`config.mk`:
```
export PLATFORM = sky130hd
export DESIGN_NAME = sra_ram
export DESIGN_NICKNAME = d
export VERILOG_FILES = /design/src/sv/sra_ram.sv
export SDC_FILE = /design/constraint.sdc
export NUM_CORES = 1
export LEC_CHECK = 0
export BUFFER_PORTS_ARGS = -buffer_cell sky130_fd_sc_hd__buf_2
export CORE_ASPECT_RATIO = 1.25
export CORE_MARGIN = 4
export CORE_UTILIZATION = 54
export CTS_CLUSTER_DIAMETER = 120
export DETAILED_ROUTE_END_ITERATION = 10
export GPL_TIMING_DRIVEN = 0
export PLACE_DENSITY_LB_ADDON = 0.12
export SLEW_MARGIN = 20
export SYNTH_ARGS = -nofsm -noshare
export SYNTH_HDL_FRONTEND = slang
export SYNTH_SLANG_ARGS = --single-unit
```
`constraint.sdc`:
```
create_clock -name i_clk -period 1.6 [get_ports i_clk]
set_clock_uncertainty 0.15 [all_clocks]
set_input_delay 0.16 -clock i_clk [delete_from_list [all_inputs] [get_ports i_clk]]
set_output_delay 0.16 -clock i_clk [all_outputs]
set_load 0.03 [all_outputs]
```
`src/sv/sra_ram.sv`:
```
// Generic single-port-write, single-port-read RAM with registered read data.
module sra_ram #(
    parameter int WIDTH  = 8,
    parameter int DEPTH  = 16,
    localparam int ADDR_W = (DEPTH > 1) ? $clog2(DEPTH) : 1
) (
    input  logic              i_clk,
    input  logic              i_we,
    input  logic [ADDR_W-1:0] i_waddr,
    input  logic [WIDTH-1:0]  i_wdata,
    input  logic [ADDR_W-1:0] i_raddr,
    output logic [WIDTH-1:0]  o_rdata
);

    logic [WIDTH-1:0] r_mem [DEPTH];
    logic [WIDTH-1:0] r_rdata;

    always_ff @(posedge i_clk) begin
        if (i_we) begin
            r_mem[i_waddr] <= i_wdata;
        end
        r_rdata <= r_mem[i_raddr];
    end

    assign o_rdata = r_rdata;

endmodule

```
* Word-level counts from Yosys, hierarchy flattened
Memory sizes are Yosys's and may differ from the RTL's. A register that Yosys moved wholly into a read port is not among the register bits.
Cells that the tools add are included.
** Storage, ports and cells
- Word-level logic and storage cells :: 3
- Input bits :: 18
- RAM bits :: 128
- Memories kept :: 1
- Latch bits :: 0
- Bits in registers :: 0
- ROM bits :: 0
- Output and inout bits :: 8
** Operators by class
- Equality and inequality tests :: 0
- Div/mod/pow operators :: 0
- Shifts and indexed selects :: 0
- Muxes and demuxes :: 2
- $add $sub $neg :: 0
- Bitwise logic cells :: 0
- $mul :: 0
- Magnitude comparators :: 0
- Reduce and logical (&&, ||, !) cells :: 0
** Memory list
- r_mem :: depth 16, width 8, rd ports 1, clocked after Yosys merged registers in 1, write ports 1, RTL line 15 : logic [WIDTH-1:0] r_mem [DEPTH];
** Operators by type and width (count)
- 1-bit two-way mux :: 2

* Depth between registers and ports, before layout
- Depth in word-level cells :: 2
- Mapped depth :: 5
- Gate-level depth less buffers :: 3

* Worst setup path after synthesis
Ideal clock, no wire load.
- Kind :: input to register
- Start :: input port i_waddr[2]
- End :: memory r_mem[0][0], enable pin
- Buffers on the path :: 0
- Arrival :: 1.270 ns
- Setup slack :: -0.203 ns
- Library setup time :: 0.383 ns
- Data required time :: 1.067 ns
- Stages :: 2
- Cell sequence :: or3b_2 -> nor3_1
** RTL lines
- start: declaration :: RTL line 9 : input logic [ADDR_W-1:0] i_waddr,
- end: declaration :: RTL line 15
No word-level cell before the write port.

==> impl_metrics.yaml <==
timing:
  maxSlewHeadroom: 0.455
  tightestPinTransition_ns: 0.814
  rsz0062_at_grt: "false"
  hold_violations: 0
  final.setup.tns_ns: 0
  setup_viol: 0
  worst_slack_ns: 0.0161
  hold_ws_ns: 0.0118
  final.min_clock_period_ns: 1.58
  final_max_slew_viol_count: 0
  fmax_mhz: 631
  finalCritPeriodShare: 0.990
cts:
  root_buffer: "clkbuf_16"
  cts_tree: "built"
  clock-sinks: 136
  cts-htree-levels: 4
  clkLatencyLatePin_ns: 0.40
  clockBufferDepth: 2
  cts_buffers: 17
  clk_pin_slew_worst_paths_ns: 0.06
worst_hold_path:
  hold_class: "in2reg"
place:
  io_buffers: 24
  dp_slack_ns: -0.371
  globalplace.congestion: 0.753
  hpwl_um: 6150
  placed_area_um2: 5440
detailed_routing:
  viasPerCell: 5.75
  drc: 0
  wl_um: 9790
  wl_per_cell_um: 23.9
  vias: 2352
  drtPass1Iterations: 4
  ant_nets: 0
  drt-initial-drc-count: 197
final_layout:
  fin_nets: 291
  antenna_cells: 0
  area_growth_pct: 17.9
  utilization: 0.658
  drive_gt1_frac: 0.315
  design_area_um2: 6070
grt:
  grt_overflow_total: 0
  grt_use_total: 0.199
  antenna_found_initial: 0
  grt_first_pass_wirelength_um: 14700
  grt_start_max_net_pins: 17
  grt_pass1_vias: 2488
die:
  die_h_um: 117
  core_area_um2: 9220
  die_w_um: 95.3
  placementRows: 39
  die_area_um2: 11200
  initial_core_util: 0.558
  ios: 26
synth:
  netlist_area_um2: 5150
  ys.flop_type: "edfxtp_1"
  syn_nets: 247
  netlist.area_leader.share: 0.747
  yosysSeqAreaShare: 0.778
  yosysWarningCount: 0
  synth.top_cells.by_area: "edfxtp_1, mux4_2, mux4_1"
  syn-mean-instance-area_um2: 22.5
  async_flop_share: 0
  ys_seq_elements: 136
  synth_top_area_cell: "edfxtp_1"
  synthCells: 229
  synth_most_common_cell: "edfxtp_1"
  synth_edf_count: 128
  synthTopCellsByCount: "edfxtp_1, mux4_2, a22oi_1"
  ys_types: 19
setup_path:
  cp_max_fo: 1
  start_kind: "flip-flop"
  critical_path.slowest_cell: "mux4_1"
  path_cells: "mux4_1, a22oi_1, nand2_1"
  path_class: "reg2reg"
  crit_arrival_ns: 1.72
  max_stage_delay_ns: 0.54
  cp.required_ns: 1.73
  end_kind: "flip-flop"
outcome:
  outcome: "finished clean"
power:
  vdd_drop_max_mv: 0.777
  leakage_nw: 2.04
  powerDensity_nw_per_um2: 1350
job:
  timing.max_cap.violations: 0
worst paths after layout:
check	slack, ns	depth (start not counted)	startpoint	end
max	0.02	3	r_mem[2][0]	o_rdata[0]
min	0.01	1	i_wdata[4]	r_mem[2][4]
max reg2reg	0.02	3	r_mem[2][0]	o_rdata[0]
min reg2reg	0.53	3	r_mem[14][3]	o_rdata[3]
cell type report:
type,instances,area [um^2]
multi-input combinational,83,1100
clock inverter,5,27.5
timing repair buffer,25,130
tap,123,154
sequential,136,4000
fill,614,3150
buffer,10,86.3
clock buffer,27,568
cell families after synthesis:
| logic type | after synthesis | share of synthesized area |
|---|---|---|
| flops | 136 | 0.778 |
| simple gates | 35 | 0.0318 |
| mux | 32 | 0.150 |
| compound gates | 16 | 0.0233 |
| buf+inv | 10 | 0.0168 |
state kept, by name, summed over array words and instances (netlist names):
signal,count
o_rdata,8
r_mem,128
what timing repair did:
item / CTS / global route
cloned: 0 / 0
setup endpoints to repair: 1 / 11
resized for setup: 1 / 4
hold buffers: 1 / 0
pin swaps: 0 / 0
endpoints found under the hold margin: 16 / 0
setup buffers: 0 / 0
stage by stage:
step,power (mW),std cells
6_report,8.19,409
4_1_cts,8.24,409
2_1_floorplan,4.32,229
3_5_place_dp,4.50,376
5_1_grt,8.44,409
3_3_place_gp,4.49,376
cells in the final DEF, fill, tap and decap left out, types with 2 or more instances in the layout:
| cell | instances |
|---|---|
| edfxtp_1 | 128 |
| buf_2 | 27 |
| clkbuf_16 | 21 |
| mux4_2 | 18 |
| mux4_1 | 14 |
| a22oi_1 | 12 |
| nor2_1 | 12 |
| nand2_1 | 9 |
| dfxtp_1 | 8 |
| a22oi_2 | 4 |
| nor3_2 | 4 |
| clkinv_2 | 4 |
| clkbuf_1 | 4 |
| buf_6 | 3 |
| clkdlybuf4s25_2 | 3 |
| nand3b_1 | 2 |
| nand2b_1 | 2 |
| clkbuf_8 | 2 |
layer usage:
metal | track usage | vias up | wire, um
li1 | - | 1065 | -
met1 | 0.259 | 1194 | 4060
met2 | 0.314 | 77 | 4820
met3 | 0.0569 | 16 | 635
met4 | 0.0924 | 0 | 280
met5 | 0 | - | 0
power by group:
group / switching (mW) / total (mW) / internal (mW) / leakage [nW]
combinational: 0.270 / 0.433 / 0.164 / 0.525
clock: 1.33 / 3.75 / 2.43 / 0.294
sequential: 0.0191 / 4.00 / 3.99 / 1.22
worst max-delay path, delay by kind of cell (launching register included):
kind	cells	cell delay [ns]
and+or+nand+nor	1	0.10
muxes	1	0.54
DFF	1	0.36
AOI/OAI and AO/OA	1	0.31
Power figures use the tool's default switching activity.
